==> src/rtl/cmnm_pkg.sv <==
// Shared types, constants and chord interval table of the chord mode note mapper.
`timescale 1ns / 1ps
`default_nettype none

package cmnm_pkg;

    localparam int CHORD_NOTES   = 4;
    localparam int QUALITY_ZONE  = 12;
    localparam int NUM_SLOTS     = 10;
    localparam int SLOT_W        = 4;
    localparam int CMD_DEPTH     = 2;
    localparam int CMD_PTR_W     = 1;
    localparam int APB_AW        = 3;

    localparam logic [SLOT_W-1:0] SLOT_ON_LO    = 4'd4;
    localparam logic [SLOT_W-1:0] SLOT_BASS_OFF = 4'd8;
    localparam logic [SLOT_W-1:0] SLOT_BASS_ON  = 4'd9;

    localparam logic [1:0] CMD_PASS     = 2'd0;
    localparam logic [1:0] CMD_ROOT_ON  = 2'd1;
    localparam logic [1:0] CMD_ROOT_OFF = 2'd2;

    localparam logic REG_ENABLED = 1'b0;
    localparam logic REG_SPLIT   = 1'b1;

    localparam logic [6:0] SPLIT_MIN   = 7'd36;
    localparam logic [6:0] SPLIT_MAX   = 7'd84;
    localparam logic [6:0] SPLIT_RESET = 7'd60;

    typedef struct packed {
        logic       kind;
        logic [6:0] note;
        logic [6:0] velocity;
    } t_item;

    typedef struct packed {
        logic       note_on;
        logic [7:0] note_res;
        logic [6:0] velocity_res;
        logic       direct_layer;
        logic       last;
    } t_res;

    typedef struct packed {
        logic       enabled;
        logic [6:0] split_note;
    } t_cfg;

    typedef struct packed {
        logic [1:0] op;
        logic       kind;
        logic [6:0] note;
        logic [6:0] vel;
        logic [3:0] quality;
    } t_cmd;

    typedef struct packed {
        logic [CHORD_NOTES-1:0]      vld;
        logic [CHORD_NOTES-1:0][3:0] ivl;
    } t_chord;

    // interval sets, tone 0 in the low nibble
    function automatic t_chord chord_row(input logic [3:0] q);
        t_chord r;
        r.vld = 4'b1111;
        case (q)
            4'd0: begin r.ivl = {4'd0, 4'd7, 4'd4, 4'd0};  r.vld = 4'b0111; end
            4'd1: begin r.ivl = {4'd0, 4'd7, 4'd3, 4'd0};  r.vld = 4'b0111; end
            4'd2: begin r.ivl = {4'd10, 4'd7, 4'd4, 4'd0}; end
            4'd3: begin r.ivl = {4'd10, 4'd7, 4'd3, 4'd0}; end
            4'd4: begin r.ivl = {4'd11, 4'd7, 4'd4, 4'd0}; end
            4'd5: begin r.ivl = {4'd9, 4'd7, 4'd4, 4'd0};  end
            4'd6: begin r.ivl = {4'd10, 4'd6, 4'd3, 4'd0}; end
            4'd7: begin r.ivl = {4'd9, 4'd6, 4'd3, 4'd0};  end
            4'd8: begin r.ivl = {4'd0, 4'd8, 4'd4, 4'd0};  r.vld = 4'b0111; end
            4'd9: begin r.ivl = {4'd0, 4'd7, 4'd2, 4'd0};  r.vld = 4'b0111; end
            4'd10: begin r.ivl = {4'd0, 4'd7, 4'd5, 4'd0}; r.vld = 4'b0111; end
            default: begin r.ivl = {4'd9, 4'd7, 4'd3, 4'd0}; end
        endcase
        return r;
    endfunction

endpackage

`default_nettype wire

==> src/rtl/cmnm_front.sv <==
// Front end: accepts note events, tracks quality and held root, issues commands.
`timescale 1ns / 1ps
`default_nettype none

module cmnm_front
    import cmnm_pkg::*;
(
    input  wire logic  i_clk,
    input  wire logic  i_rst_n,
    input  wire t_cfg  i_cfg,
    input  wire logic  i_push,
    input  wire t_item i_item,
    output logic       o_full,
    output logic       o_cmd_push,
    output t_cmd       o_cmd,
    input  wire logic  i_cmd_full
);

    logic       r_held_vld;
    logic [6:0] r_held_note;
    logic [3:0] r_quality;

    logic       acc;
    logic [6:0] zone_lo;
    logic       in_root;
    logic       in_qual;
    logic       held_match;

    assign o_full     = i_cmd_full;
    assign acc        = i_push && !i_cmd_full;
    assign zone_lo    = i_cfg.split_note - 7'(QUALITY_ZONE);
    assign in_root    = i_cfg.enabled && (i_item.note >= i_cfg.split_note);
    assign in_qual    = i_cfg.enabled && !in_root && (i_item.note >= zone_lo);
    assign held_match = r_held_vld && (i_item.note == r_held_note);

    always_comb begin
        o_cmd.op      = in_root ? (i_item.kind ? CMD_ROOT_ON : CMD_ROOT_OFF) : CMD_PASS;
        o_cmd.kind    = i_item.kind;
        o_cmd.note    = i_item.note;
        o_cmd.vel     = i_item.velocity;
        o_cmd.quality = r_quality;
        o_cmd_push    = acc && ((!in_root && !in_qual) ||
                                (in_root && (i_item.kind || held_match)));
    end

    always_ff @(posedge i_clk) begin
        if (!i_rst_n) begin
            r_held_vld <= 1'b0;
            r_quality  <= 4'd0;
        end else if (acc) begin
            if (in_root && i_item.kind) begin
                r_held_vld <= 1'b1;
            end else if (in_root && held_match) begin
                r_held_vld <= 1'b0;
            end
            if (in_qual && i_item.kind) begin
                r_quality <= 4'(i_item.note - zone_lo);
            end
        end
    end

    always_ff @(posedge i_clk) begin
        if (acc && in_root && i_item.kind) begin
            r_held_note <= i_item.note;
        end
    end

endmodule

`default_nettype wire

==> src/rtl/cmnm_cmd_fifo.sv <==
// Two-entry command queue between front end and sequencer.
`timescale 1ns / 1ps
`default_nettype none

module cmnm_cmd_fifo
    import cmnm_pkg::*;
(
    input  wire logic i_clk,
    input  wire logic i_rst_n,
    input  wire logic i_push,
    input  wire t_cmd i_data,
    output logic      o_full,
    input  wire logic i_pop,
    output t_cmd      o_data,
    output logic      o_empty
);

    t_cmd                 r_mem [CMD_DEPTH];
    logic [CMD_PTR_W-1:0] r_wptr;
    logic [CMD_PTR_W-1:0] r_rptr;
    logic [CMD_PTR_W:0]   r_count;

    logic do_push;
    logic do_pop;

    assign o_full  = (r_count == (CMD_PTR_W+1)'(CMD_DEPTH));
    assign o_empty = (r_count == '0);
    assign o_data  = r_mem[r_rptr];
    assign do_push = i_push && !o_full;
    assign do_pop  = i_pop && !o_empty;

    always_ff @(posedge i_clk) begin
        if (!i_rst_n) begin
            r_wptr  <= '0;
            r_rptr  <= '0;
            r_count <= '0;
        end else begin
            if (do_push) begin
                r_wptr <= r_wptr + CMD_PTR_W'(1);
            end
            if (do_pop) begin
                r_rptr <= r_rptr + CMD_PTR_W'(1);
            end
            case ({do_push, do_pop})
                2'b10:   r_count <= r_count + (CMD_PTR_W+1)'(1);
                2'b01:   r_count <= r_count - (CMD_PTR_W+1)'(1);
                default: r_count <= r_count;
            endcase
        end
    end

    always_ff @(posedge i_clk) begin
        if (do_push) begin
            r_mem[r_wptr] <= i_data;
        end
    end

endmodule

`default_nettype wire

==> src/rtl/cmnm_back.sv <==
// Sequencer: diffs the new chord against the sounding one and emits note words.
`timescale 1ns / 1ps
`default_nettype none

module cmnm_back
    import cmnm_pkg::*;
#(
    parameter int MAX_RESULTS = 10
) (
    input  wire logic i_clk,
    input  wire logic i_rst_n,
    input  wire t_cmd i_cmd,
    input  wire logic i_cmd_empty,
    output logic      o_cmd_pop,
    input  wire logic i_pop,
    output logic      o_empty,
    output t_res      o_res
);

    localparam int CW = (MAX_RESULTS > 1) ? $clog2(MAX_RESULTS) : 1;

    // sounding chord and bass
    logic [7:0]           r_snd [CHORD_NOTES];
    logic [2:0]           r_snd_cnt;
    logic                 r_bass_vld;
    logic [6:0]           r_bass_note;
    // pending words: slots 0-3 chord offs, 4-7 chord ons, 8 bass off, 9 bass on
    logic [NUM_SLOTS-1:0] r_mask;
    logic [7:0]           r_note [NUM_SLOTS];
    logic [6:0]           r_vel;
    logic [CW-1:0]        r_cnt;
    logic                 r_out_vld;
    t_res                 r_out;

    t_chord                 row;
    logic [7:0]             tone [CHORD_NOTES];
    logic [CHORD_NOTES-1:0] tvld;
    logic [CHORD_NOTES-1:0] svld;
    logic [CHORD_NOTES-1:0] off_bits;
    logic [CHORD_NOTES-1:0] on_bits;
    logic                   root_vld;
    logic                   bass_diff;
    logic [NUM_SLOTS-1:0]   n_mask;
    logic [SLOT_W-1:0]      sel;
    logic [NUM_SLOTS-1:0]   remaining;
    logic                   emit;
    t_res                   n_out;

    assign o_cmd_pop = !i_cmd_empty && (r_mask == '0);
    assign o_empty   = !r_out_vld;
    assign o_res     = r_out;
    assign emit      = (r_mask != '0) && (!r_out_vld || i_pop);

    always_comb begin
        row      = chord_row(i_cmd.quality);
        root_vld = (i_cmd.op == CMD_ROOT_ON);
        for (int j = 0; j < CHORD_NOTES; j++) begin
            tone[j] = {1'b0, i_cmd.note} + {4'b0000, row.ivl[j]};
            tvld[j] = root_vld && row.vld[j];
        end
        for (int i = 0; i < CHORD_NOTES; i++) begin
            svld[i] = (3'(i) < r_snd_cnt);
        end
        for (int i = 0; i < CHORD_NOTES; i++) begin
            off_bits[i] = svld[i];
            for (int j = 0; j < CHORD_NOTES; j++) begin
                if (tvld[j] && (tone[j] == r_snd[i])) begin
                    off_bits[i] = 1'b0;
                end
            end
        end
        for (int j = 0; j < CHORD_NOTES; j++) begin
            on_bits[j] = tvld[j];
            for (int i = 0; i < CHORD_NOTES; i++) begin
                if (svld[i] && (r_snd[i] == tone[j])) begin
                    on_bits[j] = 1'b0;
                end
            end
        end
        bass_diff = (root_vld != r_bass_vld) || (root_vld && (r_bass_note != i_cmd.note));
        if (i_cmd.op == CMD_PASS) begin
            n_mask = i_cmd.kind ? (NUM_SLOTS'(1) << SLOT_BASS_ON)
                                : (NUM_SLOTS'(1) << SLOT_BASS_OFF);
        end else begin
            n_mask = {bass_diff && root_vld, bass_diff && r_bass_vld, on_bits, off_bits};
        end
    end

    always_comb begin
        sel = '0;
        for (int k = NUM_SLOTS - 1; k >= 0; k--) begin
            if (r_mask[k]) begin
                sel = SLOT_W'(k);
            end
        end
        remaining          = r_mask & ~(NUM_SLOTS'(1) << sel);
        n_out.note_on      = ((sel >= SLOT_ON_LO) && (sel < SLOT_BASS_OFF)) ||
                             (sel == SLOT_BASS_ON);
        n_out.note_res     = r_note[sel];
        n_out.velocity_res = n_out.note_on ? r_vel : 7'd0;
        n_out.direct_layer = (sel >= SLOT_BASS_OFF);
        n_out.last         = (remaining == '0) || (r_cnt == CW'(MAX_RESULTS - 1));
    end

    always_ff @(posedge i_clk) begin
        if (!i_rst_n) begin
            r_snd_cnt  <= 3'd0;
            r_bass_vld <= 1'b0;
            r_mask     <= '0;
            r_cnt      <= '0;
            r_out_vld  <= 1'b0;
        end else begin
            if (o_cmd_pop) begin
                r_mask <= n_mask;
                r_cnt  <= '0;
                if (i_cmd.op != CMD_PASS) begin
                    r_snd_cnt  <= 3'($countones(tvld));
                    r_bass_vld <= root_vld;
                end
            end else if (emit) begin
                r_mask <= n_out.last ? '0 : remaining;
                r_cnt  <= r_cnt + CW'(1);
            end
            if (emit) begin
                r_out_vld <= 1'b1;
            end else if (i_pop) begin
                r_out_vld <= 1'b0;
            end
        end
    end

    always_ff @(posedge i_clk) begin
        if (o_cmd_pop) begin
            r_vel <= i_cmd.vel;
            for (int i = 0; i < CHORD_NOTES; i++) begin
                r_note[i] <= r_snd[i];
                r_note[CHORD_NOTES + i] <= tone[i];
            end
            r_note[SLOT_BASS_OFF] <= (i_cmd.op == CMD_PASS) ? {1'b0, i_cmd.note}
                                                            : {1'b0, r_bass_note};
            r_note[SLOT_BASS_ON]  <= {1'b0, i_cmd.note};
            if (i_cmd.op != CMD_PASS) begin
                for (int i = 0; i < CHORD_NOTES; i++) begin
                    r_snd[i] <= tone[i];
                end
                r_bass_note <= i_cmd.note;
            end
        end
        if (emit) begin
            r_out <= n_out;
        end
    end

    a_snd_cnt_range: assert property (@(posedge i_clk) disable iff (!i_rst_n)
        r_snd_cnt <= 3'(CHORD_NOTES))
        else $error("sounding count out of range");

    a_last_clears: assert property (@(posedge i_clk) disable iff (!i_rst_n)
        emit && n_out.last |=> (r_mask == '0))
        else $error("words pending after last word");

    a_off_zero_vel: assert property (@(posedge i_clk) disable iff (!i_rst_n)
        r_out_vld && !r_out.note_on |-> (r_out.velocity_res == 7'd0))
        else $error("note-off word with nonzero velocity");

    a_no_pop_busy: assert property (@(posedge i_clk) disable iff (!i_rst_n)
        emit |-> !o_cmd_pop)
        else $error("command taken while words pending");

endmodule

`default_nettype wire

==> src/rtl/chord_mode_note_mapper_unit.sv <==
// Top level of the chord mode note mapper: config registers and queue channels.
// Usage:
//   Input channel: drive i_item and raise push; the word is taken at a clock edge
//   with push high and full low. Result channel: while empty is low, o_res holds
//   the oldest result word; raise pop to take it.
//   Each input word yields zero to MAX_RESULTS result words; the final word of a
//   group has last set. Quality keys and stale root releases yield none.
//   Flow: a command waits in the two-entry queue until the sequencer has no words
//   pending, and the chord diff is done as it is taken; the sequencer then emits
//   one word per cycle while the output register is empty or being popped. The
//   path to o_res runs through the queue, the sequencer's pending mask and the
//   output register.
//   Config: APB writes at byte address 0 (enabled) and 4 (split note, clamped
//   to 36..84); write only while the block is idle.
//   Reset (i_rst_n low, synchronous): chord mode enabled, split 60, major
//   quality, nothing held or sounding, queue and output empty.
//   When the receiver stalls, the output register holds its word, the sequencer
//   waits, and the queue keeps taking inputs until full.
`timescale 1ns / 1ps
`default_nettype none

module chord_mode_note_mapper_unit
    import cmnm_pkg::*;
#(
    parameter int MAX_RESULTS = 10
) (
    input  wire logic              i_clk,
    input  wire logic              i_rst_n,
    input  wire logic              push,
    input  wire t_item             i_item,
    output logic                   full,
    input  wire logic              pop,
    output logic                   empty,
    output t_res                   o_res,
    input  wire logic              psel,
    input  wire logic              penable,
    input  wire logic              pwrite,
    input  wire logic [APB_AW-1:0] paddr,
    input  wire logic [31:0]       pwdata,
    output logic [31:0]            prdata,
    output logic                   pready
);

    logic       r_enabled;
    logic [6:0] r_split;
    logic [6:0] n_split;
    logic       cfg_wr;
    t_cfg       cfg;

    logic cmd_push;
    t_cmd cmd_in;
    logic cmd_full;
    logic cmd_pop;
    t_cmd cmd_out;
    logic cmd_empty;

    assign pready      = 1'b1;
    assign cfg_wr      = psel && penable && pwrite && pready;
    assign cfg         = '{enabled: r_enabled, split_note: r_split};

    always_comb begin
        if (pwdata[6:0] < SPLIT_MIN) begin
            n_split = SPLIT_MIN;
        end else if (pwdata[6:0] > SPLIT_MAX) begin
            n_split = SPLIT_MAX;
        end else begin
            n_split = pwdata[6:0];
        end
        case (paddr[2])
            REG_ENABLED: prdata = {31'd0, r_enabled};
            REG_SPLIT:   prdata = {25'd0, r_split};
            default:     prdata = 32'd0;
        endcase
    end

    always_ff @(posedge i_clk) begin
        if (!i_rst_n) begin
            r_enabled <= 1'b1;
            r_split   <= SPLIT_RESET;
        end else if (cfg_wr) begin
            case (paddr[2])
                REG_ENABLED: r_enabled <= pwdata[0];
                REG_SPLIT:   r_split   <= n_split;
                default:     r_enabled <= r_enabled;
            endcase
        end
    end

    cmnm_front u_front (
        .i_clk      (i_clk),
        .i_rst_n    (i_rst_n),
        .i_cfg      (cfg),
        .i_push     (push),
        .i_item     (i_item),
        .o_full     (full),
        .o_cmd_push (cmd_push),
        .o_cmd      (cmd_in),
        .i_cmd_full (cmd_full)
    );

    cmnm_cmd_fifo u_fifo (
        .i_clk   (i_clk),
        .i_rst_n (i_rst_n),
        .i_push  (cmd_push),
        .i_data  (cmd_in),
        .o_full  (cmd_full),
        .i_pop   (cmd_pop),
        .o_data  (cmd_out),
        .o_empty (cmd_empty)
    );

    cmnm_back #(
        .MAX_RESULTS (MAX_RESULTS)
    ) u_back (
        .i_clk       (i_clk),
        .i_rst_n     (i_rst_n),
        .i_cmd       (cmd_out),
        .i_cmd_empty (cmd_empty),
        .o_cmd_pop   (cmd_pop),
        .i_pop       (pop),
        .o_empty     (empty),
        .o_res       (o_res)
    );

endmodule

`default_nettype wire
==> config.mk <==
export PLATFORM = sky130hd
export DESIGN_NAME = chord_mode_note_mapper_unit
export DESIGN_NICKNAME = d
export VERILOG_FILES = /design/src/rtl/cmnm_pkg.sv /design/src/rtl/cmnm_front.sv /design/src/rtl/cmnm_cmd_fifo.sv /design/src/rtl/cmnm_back.sv /design/src/rtl/chord_mode_note_mapper_unit.sv
export SDC_FILE = /design/constraint.sdc
export NUM_CORES = 1
export LEC_CHECK = 0
export BUFFER_PORTS_ARGS = -buffer_cell sky130_fd_sc_hd__clkbuf_2
export CAP_MARGIN = 20
export CORE_MARGIN = 8
export CORE_UTILIZATION = 60
export CTS_CLUSTER_DIAMETER = 150
export DETAILED_ROUTE_END_ITERATION = 12
export GPL_TIMING_DRIVEN = 0
export MAX_ROUTING_LAYER = met4
export PLACE_DENSITY = 0.81
export SYNTH_ARGS = -nofsm -noshare
export SYNTH_HDL_FRONTEND = slang
export SYNTH_HIERARCHICAL = 1
export SYNTH_SLANG_ARGS = --single-unit
==> constraint.sdc <==
create_clock -name i_clk -period 6.8 [get_ports i_clk]
set_input_delay 0.34 -clock i_clk [delete_from_list [all_inputs] [get_ports i_clk]]
set_output_delay 0.34 -clock i_clk [all_outputs]
set_load 0.05 [all_outputs]
==> flow_summary.ini, run 1 <==
[status]
status = finished clean

[power]
power_density_nw_per_um2 = 431
ir_worst_vdd_mv = 0.195
p_leak_nw = 4.87
total_power_mw = 5.61

[placement]
place.gp.congestion = 0.949
dp_hpwl_um = 20900
dp_cells = 1314
io_buffers = 49
place_ws_ns = 1.87
place_area_um2 = 12300

[floorplan]
die_x_um = 155
dieArea_um2 = 23900
start_util_pct = 61.5
ios = 110
core_area_um2 = 18800
rows = 50
die_y_um = 155

[yosys]
synth_top_cell_area_share_pct = 45.2
synth.cell_area_um2 = 11500
ys_async_sr_fraction_pct = 0
synth_edf_count = 174
ys_types = 82
yosys.area.top_type = edfxtp_1
ys.flop_type = edfxtp_1
yosys-top-cells-count = 174 x edfxtp_1, 75 x xnor2_1, 63 x xor2_1
ys_ff_latch = 210
synth_area_leaders = edfxtp_1 45%, dfxtp_1 6.2%, xnor2_1 5.7%
ys_seq_area_share_pct = 51.5
yosysMostFrequentCell = edfxtp_1
yosys_warnings = 6
syn_area_per_cell_um2 = 11.5
netlist_instances = 1003

[global_routing]
grt_max_degree = 79
first_global_vias = 8228
antenna_found_initial = 0
grt_use_total_pct = 23.8
grt_remaining_overflow = 0
grt_pass1_wl_um = 43700

[timing]
grt_setup_unrepaired = false
setup_viol = 0
final.setup.tns_ns = 0
skew_ns = 0.00785
worst-slew-pin-transition_ns = 1.05
max-slew-margin-rel_pct = 29.9
worst_slack_ns = 1.78
fmax_ghz = 0.199
period_needed_ns = 5.02
finalMaxSlewViolations = 0
period_share_pct = 73.8
timing.final.hold_violations = 0
whs_ns = 0.0281

[final_layout]
final_cells = 1354
design_area_um2 = 13000
areaGrowthSynthToFinish_pct = 12.6
postLayoutCoreUtil_pct = 69.3
fill_cells = 1367
drive_gt1_share_pct = 18.4
fin_nets = 1192

[clocking]
clock_latency_ns = 0.49
cts.clk_slew.worst_paths_ns = 0.06
cts.sinks = 210
tritoncts = done
clock_path_buffers = 3
h-tree-depth = 1
hold_buffers = 0
clock-root-buffer = clkbuf_16
post_cts_buffers = 0
cts_resized = 0
cts_buffers = 22

[worst_setup_path]
required_ns = 7.19
cp_max_fo = 10
start_kind = register
crit_type = reg -> reg
crit_arrival_ns = 5.40
endpoint_kind = register

[routing]
drtIter0Drc = 726
viasPerCell = 6.07
antenna_left = 0
drt-total-wl_um = 28200
num_vias = 8221
drc = 0
drtPass1Iterations = 5
wl_per_cell_um = 20.8

[flow_run]
drv_cap = 0

[worst_hold_path]
hp-class = in -> reg
report_power, final:
part / leakage [nW] / internal, mW / total [mW] / switching, mW
combinational: 2.62 / 0.871 / 2.45 / 1.58
clock: 0.351 / 0.733 / 1.21 / 0.476
sequential: 1.91 / 1.81 / 1.95 / 0.136
total: 4.87 / 3.42 / 5.61 / 2.19
placed cells by master (no fill, tap or decap), types with 15 or more instances in the layout:
cell type  count
nor3_1        21
clkbuf_1      27
nand2_1       57
nor4_1        15
buf_4         44
o21ai_0       25
xor2_1        63
clkbuf_16     23
nand3_1       23
inv_1         39
ha_1          27
nor2_1        48
clkbuf_2      50
and2_1        21
mux2_2        38
dfxtp_1       36
edfxtp_1     174
xnor2_1       75
conb_1        26
a21oi_1       28
critical path: stages, from the launching register on:
cell and delay [ns]:
dfxtp_1 0.35, buf_2 0.27, mux2_2 0.37, clkbuf_1 0.19, nor4_1 0.58, a31oi_1 0.10, ha_1 0.25, fa_1 0.42
a21o_1 0.18, a21oi_1 0.27, buf_2 0.32, nand2_1 0.08, o211ai_1 0.11, o211ai_1 0.16, a2111oi_1 0.85, nor3_1 0.18
o21a_1 0.23
path summary, 6_finish.rpt:
path                      start                   to  slack, ns  cells after the start
max                    register     u_back/r_mask[6]       1.78                     16
min                   i_item[2]   u_fifo/r_mem[0][6]       0.03                      1
max reg2reg            register     u_back/r_mask[6]       1.78                     16
min reg2reg  u_back/r_snd[2][7]  u_back/r_note[2][7]       0.45                      0
per-layer routing:
metal / routed length (µm) / GRT usage [%] / part of all wire [%] / vias to the layer above
met4: 866 / 8.49 / 3.1 / 0
met3: 2090 / 3.32 / 7.4 / 54
met1: 11300 / 28.8 / 40 / 3950
met5: 0 / - / 0 / -
met2: 14000 / 40.2 / 50 / 404
li1: - / - / - / 3813
cell families (layout without fill, tap and decap cells):
kind of cell	after synthesis	after routing	share of synthesized area (%)
AND/OR/NAND/NOR	254	254	11.6
XOR/XNOR	140	140	10.7
flip-flops	210	210	51.5
multiplexers	57	57	5.43
adder cells (fa/ha/maj)	31	31	3.62
other	2	27	0.0650
AO/OA/AOI/OAI	177	177	11.1
buffers and inverters	132	224	5.94
layout make-up:
class / count / area [µm²] / share of cell area [%]
Inverter: 41 / 156 / 1.20
Antenna cell: 1 / 2.50 / 0.0192
Clock buffer: 28 / 594 / 4.57
Timing Repair Buffer: 53 / 332 / 2.55
Buffer: 91 / 532 / 4.09
Multi-Input combinational cell: 685 / 5010 / 38.6
Clock inverter: 11 / 136 / 1.05
Tap cell: 234 / 293 / 2.25
Sequential cell: 210 / 5950 / 45.7
sequential cells by signal (all words and copies together) (netlist names), 2 cells and up, named ones only:
name and cells:
u_back/r_vel 7, u_fifo/r_mem 42, u_back/r_snd 25, r_split 7, u_front/r_held_note 7, u_back/o_res 18
u_back/r_cnt 4, u_fifo/r_count 2, u_back/r_note 69, u_back/r_snd_cnt 2, u_front/r_quality 4, u_back/r_mask 10
u_back/r_bass_note 6
Power figures use the tool's default switching activity.
==> run 2: changes to the inputs <==
ABC_AREA = 1   (was default)
PLACE_DENSITY = 0.8   (was 0.81)
clock period = 5 ns   (was 6.8 ns; I/O delays follow)
==> run 2 against run 1 <==
- utilization down 0.80 points
- largest power group unchanged
- die area up 5.9%
- non-clock buffer count shrank 15
- synthesized cell count rose by 43%
- largest cell class unchanged
- combinational power rose by 30%
- cell area up 6.2%
- highest routed layer unchanged
- global-route usage up 2.2 points
==> flow_summary.ini, run 2 <==
[timing]
setup_viol = 0
skew_ns = 0.0198
fmax_ghz = 0.237
period_needed_ns = 4.21
worst-slew-pin-transition_ns = 1.12
final.setup.tns_ns = 0
worst_slack_ns = 0.789
finalMaxSlewViolations = 0
grt_setup_unrepaired = false
period_share_pct = 84.2
timing.final.hold_violations = 0
max-slew-margin-rel_pct = 24.6

[placement]
place_ws_ns = 0.885
dp_hpwl_um = 25300
place.gp.congestion = 1.01
io_buffers = 49

[worst_setup_path]
reg2reg_slack_ns = 0.79
cp_max_fo = 10
slowest_delay_ns = 0.45
start_kind = register
crit_arrival_ns = 4.61
crit_type = reg -> reg
crit_end = u_back/r_mask[3]
reg2reg_depth = 21
worstPathCellList = buf_6 -> mux2_2 -> nor2_1 -> inv_1 -> nor2_1 -> inv_1 -> nor2_1 -> a21oi_1 -> ha_1 -> fa_1 -> nand3_1 -> nand2_1 -> nand2_1 -> nand2_1 -> xor2_1 -> nor2_1 -> nand3_1 -> nand3_1 -> nand2_1 -> a21oi_1 -> a21oi_1
cp_slowest_cell = dfxtp_1
required_ns = 5.40
rr_endpoint = u_back/r_mask[3]
endpoint_kind = register

[routing]
drtIter0Drc = 919
drt-total-wl_um = 32800
viasPerCell = 5.56
drc = 0
antenna_left = 0
drtPass1Iterations = 7
wl_per_cell_um = 18.0
num_vias = 10200

[worst_hold_path]
hp-class = in -> reg
whs_path_depth = 1

[global_routing]
grt_use_total_pct = 26.0
grt_remaining_overflow = 0
grt_pass1_wl_um = 51000
first_global_vias = 9862
grt_max_degree = 61
antenna_found_initial = 1

[yosys]
ys.flop_type = edfxtp_1
ys_async_sr_fraction_pct = 0
syn_area_per_cell_um2 = 8.58
yosys.area.top_type = edfxtp_1
yosysMostFrequentCell = nand2_1
netlist_instances = 1435
synth.cell_area_um2 = 12300
ys_ff_latch = 210
synth_edf_count = 174
ys_seq_area_share_pct = 48.3
yosys_warnings = 6
yosys-top-cells-count = 351 x nand2_1, 190 x inv_1, 174 x edfxtp_1
synth_top_cell_area_share_pct = 42.4
ys_types = 48
synth_area_leaders = edfxtp_1 42%, nand2_1 11%, dfxtp_1 5.9%

[final_layout]
areaGrowthSynthToFinish_pct = 12.2
layout_commonest_cell = nand2_1
largest_reg_flops = 69
final_cell_mix = 351 x nand2_1, 190 x inv_1, 174 x edfxtp_1, 135 x nand3_1, 131 x nor2_1
fill_cells = 1648
multi_input_area_um2 = 5220
regArea_um2 = 5950
drive_gt1_share_pct = 14.3
reg_top3 = u_back/r_note x69, u_fifo/r_mem x42, u_back/r_snd x25
top_register = u_back/r_note
fin_nets = 1632

[floorplan]
start_util_pct = 61.0
die_x_um = 159
core_area_um2 = 20200
ios = 110
rows = 52
dieArea_um2 = 25400
die_y_um = 159

[power]
p_clk_share_pct = 21.0
ir_worst_vdd_mv = 0.294
total_power_mw = 7.28
p_sw_share_pct = 42.7
combPwrFrac_pct = 43.8
p_leak_nw = 6.22
intPower_mw = 4.17
seq_power_share_pct = 35.2
power_density_nw_per_um2 = 527
p_sw_mw = 3.11

[clocking]
clock_path_buffers = 3
hold_buffers = 9
post_cts_buffers = 0
cts.clk_slew.worst_paths_ns = 0.06
clock-root-buffer = clkbuf_16
tritoncts = done
cts_resized = 0
clock_latency_ns = 0.51
cts.sinks = 210
cts_buffers = 22
h-tree-depth = 1

[flow_run]
drv_cap = 0

[status]
status = finished clean
[run 2: cell types whose count changed in the layout (fill, tap and decap cells not counted), sizes merged, moves of 16 or more]
| cell | before | now |
|---|---|---|
| mux2 | 45 | 21 |
| xor2 | 63 | 44 |
| inv | 41 | 202 |
| nand3 | 24 | 139 |
| a21oi | 31 | 55 |
| nor2 | 48 | 148 |
| clkbuf | 100 | 84 |
| xnor2 | 77 | 22 |
| nand4 | 15 | 45 |
| nand2 | 57 | 369 |
| and2 | 21 | 0 |
[run 2: cell families after synthesis]
kind of cell,synth area share (%)
DFF,48.3
AOI/OAI and AO/OA,5.27
xor gates and xnor gates,4.70
and+or+nand+nor,26.3
buffers and inverters,10.1
other,0.0610
muxes,1.92
adders and majority gates,3.39
[run 2: layout make-up]
class	instances	area share, %
well taps	270	2.45
clock inverters	8	0.516
flip-flops and latches	210	43.0
multi-input cells	978	37.8
repair buffers	61	2.88
plain buffers	68	3.48
clock buffers	29	4.33
diodes	1	0.0181
inverters	203	5.52
[run 2: critical path: cells and delay by family, from the launching register on]
kind                       cells  cell delay (ns)
adders and majority gates      2             0.69
AOI/OAI and AO/OA              3             0.39
buffers and inverters          3             0.34
xor gates and xnor gates       1             0.20
muxes                          1             0.38
DFF                            1             0.45
and+or+nand+nor               11             1.64
[run 2: per-stage QoR]
stage	util, %	hold slack [ns]	instance area (µm²)	std cells
3_5_place_dp	64.7	0.439	13100	1781
5_1_grt	68.5	0.0135	13800	1828
2_1_floorplan	-	0.334	12400	1459
6_report	68.5	0.0138	13800	1828
3_3_place_gp	64.4	0.433	13000	1778
4_1_cts	68.5	0.00175	13800	1827
[run 2: how the worst min path moves through the flow]
| stage | startpoint | to | slack [ns] |
|---|---|---|---|
| after floorplan | i_rst_n | r_split[2] | 0.33 |
| after global placement | u_front/r_quality[2] | u_fifo/r_mem[0][2] | 0.43 |
| after detailed placement | i_item[0] | u_fifo/r_mem[1][4] | 0.44 |
| after CTS | i_item[11] | u_front/r_held_note[4] | 0.002 |
| after global routing | i_item[7] | u_front/r_held_note[0] | 0.01 |
| final | i_item[11] | u_front/r_held_note[4] | 0.01 |
[run 2: layer usage]
layer / track usage [%] / part of all wire, %
met5: - / 0
met1: 31.0 / 41
met4: 12.7 / 4.7
met2: 42.9 / 48
met3: 3.52 / 6.8
[run 2: power by group through the flow]
stage / registers [mW] / logic, mW / clock network [mW]
after floorplan: 2.79 / 2.02 / 0
after detailed placement: 2.59 / 3.13 / 0
after global routing: 2.59 / 3.47 / 1.61
final: 2.56 / 3.19 / 1.53
after global placement: 2.58 / 3.04 / 0
after CTS: 2.56 / 3.17 / 1.55
==> run 3: changes to the inputs <==
CORE_UTILIZATION = 55   (was 60)
PLACE_DENSITY = 0.78   (was 0.8)
clock period = 3.5 ns   (was 5 ns; I/O delays follow)
==> run 3 against run 2 <==
- combinational power grew 56%
- utilization is 2.0 points lower
- clock power is 51% higher
- non-clock buffer count rose by 41
- clock skew rose by 0.0087 ns
- register-to-register slack worse by 0.77 ns
- hold slack better by 0.011 ns
- worst setup slack worse by 0.77 ns
- total power up 50%
- cell count is 3.0% higher
- largest cell class unchanged
- highest routed layer unchanged
==> flow_summary.ini, run 3 (same netlist as run 2, synthesis figures left out) <==
[status]
status = finished clean

[final_layout]
largest_reg_flops = 69
regArea_um2 = 5950
fill_cells = 1769
top_register = u_back/r_note
reg_top3 = u_back/r_note x69, u_fifo/r_mem x42, u_back/r_snd x25
multi_input_area_um2 = 5510
final_cell_mix = 336 x nand2_1, 181 x inv_1, 174 x edfxtp_1, 125 x nand3_1, 114 x nor2_1
layout_commonest_cell = nand2_1
postLayoutCoreUtil_pct = 66.5
areaGrowthSynthToFinish_pct = 18.3
fin_nets = 1673
drive_gt1_share_pct = 20.7

[global_routing]
grt_use_total_pct = 24.4
grt_remaining_overflow = 0
antenna_found_initial = 1
grt_pass1_wl_um = 52400
grt_max_degree = 52
first_global_vias = 9879

[clocking]
cts.sinks = 210
h-tree-depth = 1
cts.clk_slew.worst_paths_ns = 0.06
clock_latency_ns = 0.53
clock_path_buffers = 3
cts_buffers = 22
tritoncts = done
clock-root-buffer = clkbuf_16

[timing]
period_share_pct = 99.5
finalMaxSlewViolations = 0
whs_ns = 0.0251
worst_slack_ns = 0.0169
max-slew-margin-rel_pct = 35.5
skew_ns = 0.0285
grt_setup_unrepaired = true
period_needed_ns = 3.48
worst-slew-pin-transition_ns = 0.958
setup_viol = 0
timing.final.hold_violations = 0
final.setup.tns_ns = 0
fmax_ghz = 0.287

[power]
seq_power_share_pct = 33.4
combPwrFrac_pct = 45.4
intPower_mw = 6.27
p_sw_share_pct = 42.7
p_sw_mw = 4.67
p_clk_share_pct = 21.1
power_density_nw_per_um2 = 751
ir_worst_vdd_mv = 0.374
p_leak_nw = 6.50

[routing]
drt-total-wl_um = 34400
drc = 0
viasPerCell = 5.48
drtPass1Iterations = 6
antenna_left = 0
drtIter0Drc = 753
num_vias = 10300
wl_per_cell_um = 18.3

[worst_setup_path]
crit_arrival_ns = 3.88
required_ns = 3.89
cp_max_fo = 5
endpoint_kind = register
start_kind = register
crit_type = reg -> reg

[flow_run]
drv_cap = 0

[floorplan]
die_y_um = 166
start_util_pct = 56.2
ios = 110
rows = 54
core_area_um2 = 21900
dieArea_um2 = 27400
die_x_um = 166

[placement]
dp_hpwl_um = 25500
place.gp.congestion = 0.986
place_ws_ns = -0.595
io_buffers = 49

[worst_hold_path]
hp-class = in -> reg
## run 3: through the flow
step	instances	power [mW]	instance area, µm²
final	1882	10.9	14600
after global routing	1882	11.5	14600
after CTS	1862	10.7	14200
after detailed placement	1792	8.23	13100
after global placement	1788	8.07	13000
after floorplan	1459	6.87	12400
## run 3: layer usage
layer,share of wire [%],GRT usage (%),vias up
li1,-,-,4965
met1,41,30.0,4843
met2,49,40.9,425
met3,6.2,2.56,83
met4,3.9,9.37,0
met5,0,-,-
## run 3: power by group through the flow
stage / combinational (mW) / sequential [mW] / clock (mW)
finish: 4.97 / 3.66 / 2.31
global route: 5.38 / 3.70 / 2.44
CTS: 4.69 / 3.65 / 2.35
detailed placement: 4.53 / 3.70 / 0
global placement: 4.38 / 3.69 / 0
floorplan: 2.89 / 3.98 / 0
## run 3: timing repair
action | 4_1_cts | 5_1_grt
gates resized for setup | 27 | 67
buffers inserted | 12 | 19
pin swaps | 8 | 47
cloned | 0 | 0
hold endpoints to repair | 30 | 0
hold buffers | 19 | 0
endpoints found under the setup margin | 7 | 28
## run 3: critical path, cell delays in order (launching register included)
cell and delay, ns:
dfxtp_4 0.38, buf_8 0.12, mux2_4 0.34, buf_4 0.15, nor2_4 0.13, inv_2 0.06, nor2_2 0.12, a21oi_2 0.05
ha_2 0.18, inv_2 0.05, fa_2 0.50, buf_6 0.17, xnor2_1 0.11, a21oi_1 0.18, nand4_1 0.19, nor2_2 0.20
nor2_1 0.06, nand2_1 0.09, nand2_1 0.08, a21oi_2 0.14, a21oi_1 0.08
## run 3: final timing paths
check                              from                  end  slack [ns]  cells past startpoint
hold reg to reg   u_back/r_bass_note[1]  u_back/r_note[0][1]        0.44                      0
setup / recovery               register     u_back/r_mask[1]        0.02                     20
hold / removal                pwdata[2]           r_split[2]        0.03                      5
setup reg to reg               register     u_back/r_mask[1]        0.02                     20
## run 3: final cells by class
class / count / area share (%)
Multi-Input combinational cell: 978 / 37.8
Inverter: 203 / 5.28
Timing Repair Buffer: 103 / 5.37
Tap cell: 280 / 2.41
Sequential cell: 210 / 40.9
Clock inverter: 13 / 0.894
Clock buffer: 27 / 4.05
Buffer: 67 / 3.30
Antenna cell: 1 / 0.0172
